### config.mk
export PLATFORM = sky130hd
export DESIGN_NAME = cau_cell
export DESIGN_NICKNAME = d
export VERILOG_FILES = /design/src/hw/rtl/cau_pkg.sv /design/src/hw/rtl/cau_cell.sv
export SDC_FILE = /design/constraint.sdc
export NUM_CORES = 1
export LEC_CHECK = 0
export BUFFER_PORTS_ARGS = -buffer_cell sky130_fd_sc_hd__clkbuf_2
export CAP_MARGIN = 20
export CORE_AREA = 4 4 281 283
export CTS_BUF_LIST = sky130_fd_sc_hd__clkbuf_4
export CTS_CLUSTER_SIZE = 8
export DETAILED_ROUTE_END_ITERATION = 16
export DIE_AREA = 0 0 285 287
export GPL_TIMING_DRIVEN = 0
export SLEW_MARGIN = 40
export SYNTH_ARGS = -nofsm -noshare
export SYNTH_HDL_FRONTEND = slang
export SYNTH_SLANG_ARGS = --single-unit
### constraint.sdc
create_clock -name clock -period 65.4 [get_ports clock]
set_input_delay 13.08 -clock clock [delete_from_list [all_inputs] [get_ports clock]]
set_output_delay 13.08 -clock clock [all_outputs]
set_load 0.01 [all_outputs]
### src/hw/rtl/cau_pkg.sv
`default_nettype none
package cau_pkg;
   localparam int DATA_WIDTH = 32;
   localparam int FRAC_BITS  = 28;
   localparam int PROD_W     = 2 * DATA_WIDTH;
   localparam int SUM_W      = PROD_W + 2;
   localparam int MAG_W      = PROD_W + 1;
   localparam int REM_W      = MAG_W + DATA_WIDTH;
   localparam int QUO_BITS   = DATA_WIDTH;

   typedef enum logic [1:0] {
      OP_ADD = 2'd0,
      OP_MUL = 2'd1,
      OP_DIV = 2'd2,
      OP_SQR = 2'd3
   } op_type;

   typedef struct packed {
      logic                  vld;
      logic                  div;
      logic                  dz;
      logic                  neg_re;
      logic                  neg_im;
      logic                  ovf_re;
      logic                  ovf_im;
      logic [REM_W-1:0]      rem_re;
      logic [REM_W-1:0]      rem_im;
      logic [REM_W-1:0]      dsh;
      logic [QUO_BITS-1:0]   q_re;
      logic [QUO_BITS-1:0]   q_im;
   } cell_type;
endpackage
`default_nettype wire

### src/hw/rtl/cau_cell.sv
`default_nettype none
module cau_cell (
   input  wire logic              clock,
   input  wire logic              reset,
   input  wire logic              en,
   input  wire cau_pkg::cell_type cell_in,
   output cau_pkg::cell_type      cell_out
);
   cau_pkg::cell_type st_ff, st_in;
   logic              ge_re, ge_im;

   always_comb begin
      st_in = cell_in;
      ge_re = cell_in.rem_re >= cell_in.dsh;
      ge_im = cell_in.rem_im >= cell_in.dsh;
      if (cell_in.div) begin
         st_in.rem_re = ge_re ? cell_in.rem_re - cell_in.dsh : cell_in.rem_re;
         st_in.rem_im = ge_im ? cell_in.rem_im - cell_in.dsh : cell_in.rem_im;
         st_in.q_re   = {cell_in.q_re[cau_pkg::QUO_BITS-2:0], ge_re};
         st_in.q_im   = {cell_in.q_im[cau_pkg::QUO_BITS-2:0], ge_im};
         st_in.dsh    = cell_in.dsh >> 1;
      end
   end

   always_ff @(posedge clock) begin
      if (reset) begin
         st_ff.vld <= 1'b0;
      end else if (en) begin
         st_ff <= st_in;
      end
   end

   assign cell_out = st_ff;
endmodule
`default_nettype wire

==> results of run 1 <==
-- stage by stage --
step | area [sq um] | std cells | util, %
floorplan | 27000 | 3061 | -
global placement | 32000 | 4827 | 41.7
detailed placement | 32500 | 4850 | 42.3
CTS | 33900 | 5037 | 44.1
global route | 33900 | 5046 | 44.2
finish | 33900 | 5052 | 44.2
-- layer usage --
layer	global-route usage [%]	wire, um
met3	6.47	10300
met1	34.5	48100
met4	10.1	3950
met5	0	36
met2	46.4	56500
-- worst max-delay path: stages --
cell and delay, ps:
clkbuf_2 100, inv_1 90, ha_1 290, clkbuf_1 310, nand4_1 250, nor4_1 740
o2111ai_1 520, nand4_1 530, a21oi_1 230, a21oi_2 420, nand4_1 120, and3_1 190
buf_6 200, buf_6 240, buf_6 210, nand2_1 80, o21ai_1 120
-- layout make-up --
| type | instances | area, sq um |
|---|---|---|
| timing repair buffer | 749 | 4120 |
| multi-input combinational | 2378 | 14900 |
| inverter | 156 | 586 |
| antenna | 15 | 37.5 |
| sequential | 362 | 10900 |
| tap | 1040 | 1300 |
| clock inverter | 36 | 243 |
| buffer | 165 | 781 |
| fill | 7730 | 42800 |
| clock buffer | 151 | 1130 |
-- cell usage after synthesis (7+ instances only) --
master,instances
a21o_1,71
nor2_1,218
o31ai_1,17
a211oi_1,11
buf_6,14
nor2b_1,19
edfxtp_1,361
clkbuf_1,120
o21bai_1,56
a221oi_1,7
xor2_1,83
and3_1,16
o21ai_1,105
nand4_1,87
buf_2,28
o21a_1,25
o21ai_0,254
nor3_1,45
xnor2_1,100
o211ai_1,12
a31oi_1,30
mux2_2,63
a21boi_0,13
nor4_1,10
and2_1,15
nand2_1,416
inv_1,156
a21oi_1,358
ha_1,194
nand2b_1,13
nand3_1,49
-- report_power, final --
group	total [mW]	internal, mW	switching (mW)
combinational	0.233	0.0842	0.149
sequential	0.285	0.279	0.00585
clock	0.229	0.118	0.111
total	0.747	0.482	0.265
-- cells by family (layout without fill, tap and decap cells) --
family | Yosys count | after routing | synth area share, %
buf+inv | 321 | 1257 | 5.01
fa+ha+maj | 196 | 196 | 9.13
mux | 70 | 70 | 2.98
xor+xnor | 183 | 183 | 5.93
other cells | 0 | 15 | 0
compound gates | 1014 | 1014 | 21.8
simple gates | 915 | 915 | 15.0
flops | 362 | 362 | 40.2
-- worst max-delay path by stage --
stage,to,depth (start not counted)
after floorplan,cell_out[0],1
after global placement,cell_out[42],2
after detailed placement,cell_out[256],17
after CTS,cell_out[256],17
after global routing,cell_out[254],17
final,cell_out[256],17
==> summary.txt, run 1 <==
CTS tree -> built
IR drop worst, VDD -> 0.0122 mV
Reg2reg path depth -> 2
CP startpoint kind -> input port
# Post-CTS Setup Buffers -> 0
Initial core utilization -> 35.2%
Cts hold-fix bufs -> 0
GRT Overall Usage -> 27.5%
Largest net degree at the start of global routing -> 22
Final worst-path cycle share -> 26.3%
Final Skew -> 0 ps
HP Class -> reg2reg
Most frequent cells in the layout -> clkbuf_2, nand2_1, edfxtp_1, a21oi_1, o21ai_0
Worst hold slack -> 497 ps
Syn avg cell area -> 8.83 sq um
Max reg flops -> 362
# clock sinks -> 362
CTS buffer count -> 106
Start point of the critical path -> cell_in[94]
Max-Cap Viols -> 0
Arrival @ worst endpoint -> 17760 ps
Predominant post-synthesis flop cell -> edfxtp_1
Clock slew at reported path FFs -> 70 ps
Rel. slew slack -> 40.0%
Max-slew violations -> 0
H-tree depth -> 3
Global-route wire length before repair -> 169000 um
Routed len/inst -> 23.5 um
Most common cell after layout, fill and taps aside -> clkbuf_2
Dpl hpwl -> 98000 um
Die footprint -> 0.0818 sq mm
ANT nets after route -> 0
RSZ-0062 raised after global routing -> no
Routed via count -> 27200
Resized Gates After CTS -> 0
Status -> finished clean
1st-iter DRT viols -> 2284
Final setup vio count -> 0
Final WL -> 119000 um
Routability Congestion -> 0.970
Placeable Area -> 0.0767 sq mm
Ys Warns -> 0
Post-synthesis register bit count -> 362
Ports -> 727
Final Hold Fails -> 0
P_leak -> 14.8 nW
Hold path start -> cell_out[361]
Slew @ Worst Pin -> 900 ps
Min Clock Period, post-route -> 17170 ps
Via density -> 5.39
Number of synthesized flops with an enable pin -> 361
Critical path type -> in2reg
Reg2Reg Setup Slack -> 64820 ps
Worst hold stages -> 2
Fmax -> 58.2 MHz
Top-area cell type share of the netlist area -> 40.1%
Synthesized net count -> 3622
Top cells by area, synth -> edfxtp_1, ha_1, a21oi_1
Pre-antenna DRT Iters -> 6
P per Cell Area -> 22.0 mW/mm^2
CTS max path bufs -> 3
Syn Inst Count -> 3061
Skew-Pair Late Insertion Delay -> 880 ps
Width of the die -> 285 um
P&R area growth vs syn -> 25.5%
Die H -> 287 um
Post-synthesis async set-or-reset flop share -> 0%
Crit path required time -> 65990 ps
Mapped Area -> 0.0270 sq mm
Worst setup slack after placement -> 47540 ps
Port Buffers -> 726
PnR Total Power -> 0.747 mW
Hold path endpoint -> cell_out[361]
R2R Path Start -> cell_out[361]
Fraction of layout cells with a size suffix above 1 -> 26.6%
Grt total ovfl -> 0
Setup TNS -> 0 ps
CTS root buf -> clkbuf_4
Distinct cells, synth -> 75
Placement row count -> 102
CP max FO -> 10
Vias in the first global route -> 25900
Sequential area share after synthesis -> 40.2%
CP Capture Type -> flop
Layout Nets -> 4479
Initial antenna violation count -> 21
End of the worst register-to-register path -> cell_out[361]
Detailed-route DRC error count -> 0
Final critical-path setup slack -> 48230 ps
Largest area contributor in the netlist -> edfxtp_1
No activity file was read; power rests on OpenSTA's default activity.
==> inputs of run 2 (changes only) <==
Settings changed: ABC_AREA from default to 1, CORE_AREA 4 4 281 283 to default, CORE_ASPECT_RATIO from default to 1.75, CORE_MARGIN from default to 4, CORE_UTILIZATION from default to 40, DIE_AREA 0 0 285 287 to default.
Clock period 65.4 ns to 15.2 ns, I/O delays scaled along.
==> run 2 against run 1 <==
Against the previous run:
- clock power grew to 3.9 times the previous value
- final cell count is 55% higher
- non-clock buffer count is 79 lower
- flip-flop and latch count stayed put
- via count is 47% higher
- clock skew stayed put
- sequential power grew to 4.3 times the previous value
- wire length is 64% higher
==> summary.txt, run 2 <==
Most frequent cells in the layout -> nand2_1, inv_1, clkbuf_2, nor2_1, edfxtp_1
IR drop worst, VDD -> 0.0809 mV (+570%)
Critical path type -> in2reg
CP Capture Type -> flop
Max-slew violations -> 0 (unchanged)
Die footprint -> 0.0928 sq mm (+13%)
Largest net degree at the start of global routing -> 23 (+4.5%)
Fill count -> 9590 (+24%)
Port Buffers -> 726 (unchanged)
CP startpoint kind -> input port
Flop pwr share -> 35.4% (-2.8 points)
Hold path endpoint -> cell_out[361]
Sequential area share after synthesis -> 30.9% (-9.3 points)
Switch Pwr -> 1.44 mW (+440%)
Slowest cell delay on critical path -> 560 ps (-180 ps)
Gr busiest metal -> met2
End of the worst register-to-register path -> cell_out[361]
Syn Inst Count -> 5741 (+88%)
Cts hold-fix bufs -> 0 (unchanged)
Resized Gates After CTS -> 0 (unchanged)
Most frequent cell after synthesis -> nand2_1
Met1 GRT Util -> 39.6% (+5.1 points)
Worst setup slack after placement -> 8330 ps (-39200 ps)
Routability Congestion -> 1.10 (+14%)
CTS max path bufs -> 3 (unchanged)
Most used cell, CP -> nand2_1
Arrival @ worst endpoint -> 6640 ps (-11120 ps)
Synthesized net count -> 6302 (+74%)
Worst hold slack -> 460 ps (-36.6 ps)
Final setup vio count -> 0 (unchanged)
Post-synthesis async set-or-reset flop share -> 0% (unchanged)
CTS root buf -> clkbuf_4
GRT Overall Usage -> 40.5% (+13 points)
Synth cell count leaders -> nand2_1, inv_1, nor2_1, edfxtp_1, a21oi_1
CTS tree -> built
Reg2reg path depth -> 2 (unchanged)
Worst hold stages -> 2 (unchanged)
RSZ-0062 raised after global routing -> no
Ys Warns -> 0 (unchanged)
R2R Path Start -> cell_out[361]
Mapped Area -> 0.0351 sq mm (+30%)
Max-Cap Viols -> 0 (unchanged)
Routed via count -> 40000 (+47%)
Detailed-route DRC error count -> 0 (unchanged)
Global-route wire length before repair -> 266000 um (+57%)
Rel. slew slack -> 46.0% (+5.9 points)
Final WL -> 195000 um (+64%)
Final worst-path cycle share -> 39.1%
Final critical-path setup slack -> 9250 ps (-38980 ps)
P&R area growth vs syn -> 19.5%
Most common cell after layout, fill and taps aside -> nand2_1
Routed len/inst -> 24.9 um (+5.7%)
Predominant post-synthesis flop cell -> edfxtp_1
Vias in the first global route -> 39500 (+52%)
Clock slew at reported path FFs -> 70 ps (about the same)
Area occupied by multi-input gates -> 0.0192 sq mm (+29%)
Max reg flops -> 362 (unchanged)
Reg2Reg Setup Slack -> 14640 ps (-50180 ps)
CP max FO -> 10 (unchanged)
CP Cell Sequence -> clkbuf_2, inv_1, ha_1, nand2_1, nor2_1, nand2_1, nor2_2, nand2_1, nor2_1, nand2_1, nand3_1, nor2_1, nand3_2, nand2_2, clkbuf_2, o21ai_1
Status -> finished clean
Min Clock Period, post-route -> 5950 ps
Met3 usage -> 6.14% (-0.33 points)
Grt total ovfl -> 0 (unchanged)
Sw frac -> 41.3% (+5.8 points)
Number of synthesized flops with an enable pin -> 361 (unchanged)
# Post-CTS Setup Buffers -> 0 (unchanged)
Skew-Pair Late Insertion Delay -> 970 ps (+90 ps)
Slowest cell on crit path -> o21ai_1
Post-synthesis register bit count -> 362 (unchanged)
Final Skew -> 0 ps (unchanged)
Placeable Area -> 0.0870 sq mm (+13%)
Syn avg cell area -> 6.11 sq um (-31%)
Top cells by area, synth -> edfxtp_1, nand2_1, inv_1
# clock sinks -> 362 (unchanged)
Placement row count -> 143 (+40%)
Die H -> 400 um (+39%)
Ports -> 727 (unchanged)
Dpl hpwl -> 172000 um (+75%)
Distinct cells, synth -> 37 (-51%)
Initial antenna violation count -> 23 (+9.5%)
P per Cell Area -> 82.9 mW/mm^2 (+280%)
Cell Int Power -> 2.04 mW (+320%)
Via density -> 5.11 (-5.2%)
Pre-antenna DRT Iters -> 8 (+2)
Initial core utilization -> 40.4% (+5.1 points)
P_leak -> 23.9 nW (+62%)
Crit path required time -> 15890 ps (-50100 ps)
Logic pwr share -> 39.0% (+7.8 points)
Clock group share of total power -> 25.6% (-5.0 points)
HP Class -> reg2reg
Largest area contributor in the netlist -> edfxtp_1
Width of the die -> 232 um (-19%)
1st-iter DRT viols -> 3336 (+46%)
H-tree depth -> 3 (unchanged)
Final Hold Fails -> 0 (unchanged)
Layout Nets -> 7141 (+59%)
Slew @ Worst Pin -> 811 ps (-88.9 ps)
Fraction of layout cells with a size suffix above 1 -> 15.9% (-11 points)
Fmax -> 168 MHz
CTS buffer count -> 88 (-17%)
FF+latch area -> 0.0109 sq mm (unchanged)
Hold path start -> cell_out[361]
ANT nets after route -> 0 (unchanged)
Met2 Use GR -> 72.7% (+26 points)
Top-area cell type share of the netlist area -> 30.9% (-9.2 points)
## run 2: cell count changes after synthesis, moves of 69 or more
| cell | before | now |
|---|---|---|
| inv_1 | 156 | 1192 |
| nand2_1 | 416 | 2318 |
| nor2_1 | 218 | 554 |
| nand3_1 | 49 | 153 |
| o21ai_0 | 254 | 168 |
| a21oi_1 | 358 | 258 |
| a21o_1 | 71 | 2 |
## run 2: per-layer routing
| metal | part of all wire, % | wire, um | up-vias |
|---|---|---|---|
| met2 | 49 | 96200 | 1840 |
| met1 | 33 | 64900 | 18300 |
| li1 | - | - | 19300 |
| met4 | 11 | 21800 | 4 |
| met5 | 0.012 | 23 | - |
| met3 | 6.1 | 11900 | 618 |
## run 2: how the worst max path moves through the flow
stage                            from             to  slack, ps  cells past startpoint
after CTS                 cell_in[86]  cell_out[300]       9400                     16
final                     cell_in[88]  cell_out[300]       9250                     16
after global placement             en  cell_out[276]      -1960                      3
after detailed placement  cell_in[86]  cell_out[294]       8330                     17
after floorplan                    en    cell_out[0]       2250                      2
after global routing      cell_in[86]  cell_out[300]       9180                     16
## run 2: cells by family (layout without fill, tap and decap cells)
group           count (synthesis)  count (layout)  synth area share [%]
other cells                     0              20                     0
xor+xnor                      122             122                  3.04
fa+ha+maj                     196             196                  7.03
compound gates                541             541                  8.03
buf+inv                      1303            2214                  14.3
flops                         362             362                  30.9
simple gates                 3217            3217                  36.7
## run 2: per-stage QoR
step	area [sq um]	std cells	setup TNS [ps]	total power, mW	util [%]
after floorplan	35100	5741	0	2.00	-
final	41900	7832	0	3.48	48.2
after CTS	41900	7812	0	3.47	48.2
after detailed placement	40700	7650	0	2.58	46.8
after global placement	40200	7627	-659540	2.58	46.2
after global routing	41900	7824	0	3.62	48.2
## run 2: critical path: cells and delay by family
family,cells,cell delay (ps)
compound gates,1,560
fa+ha+maj,1,430
buf+inv,3,680
simple gates,11,1880
## run 2: cell type report
class                           instances  area share (%)
Antenna cell                           20           0.119
Buffer                                 86            1.10
Clock buffer                          138            2.47
Inverter                             1217            10.9
Tap cell                             1160            3.46
Timing Repair Buffer                  749            9.83
Clock inverter                         24           0.355
Sequential cell                       362            25.9
Multi-Input combinational cell       4076            45.9
## run 2: power groups by stage
| stage | registers (mW) | logic [mW] | clock network (mW) |
|---|---|---|---|
| floorplan | 1.30 | 0.701 | 0 |
| global placement | 1.27 | 1.31 | 0 |
| detailed placement | 1.25 | 1.33 | 0 |
| CTS | 1.23 | 1.33 | 0.902 |
| global route | 1.23 | 1.45 | 0.939 |
| finish | 1.23 | 1.36 | 0.889 |
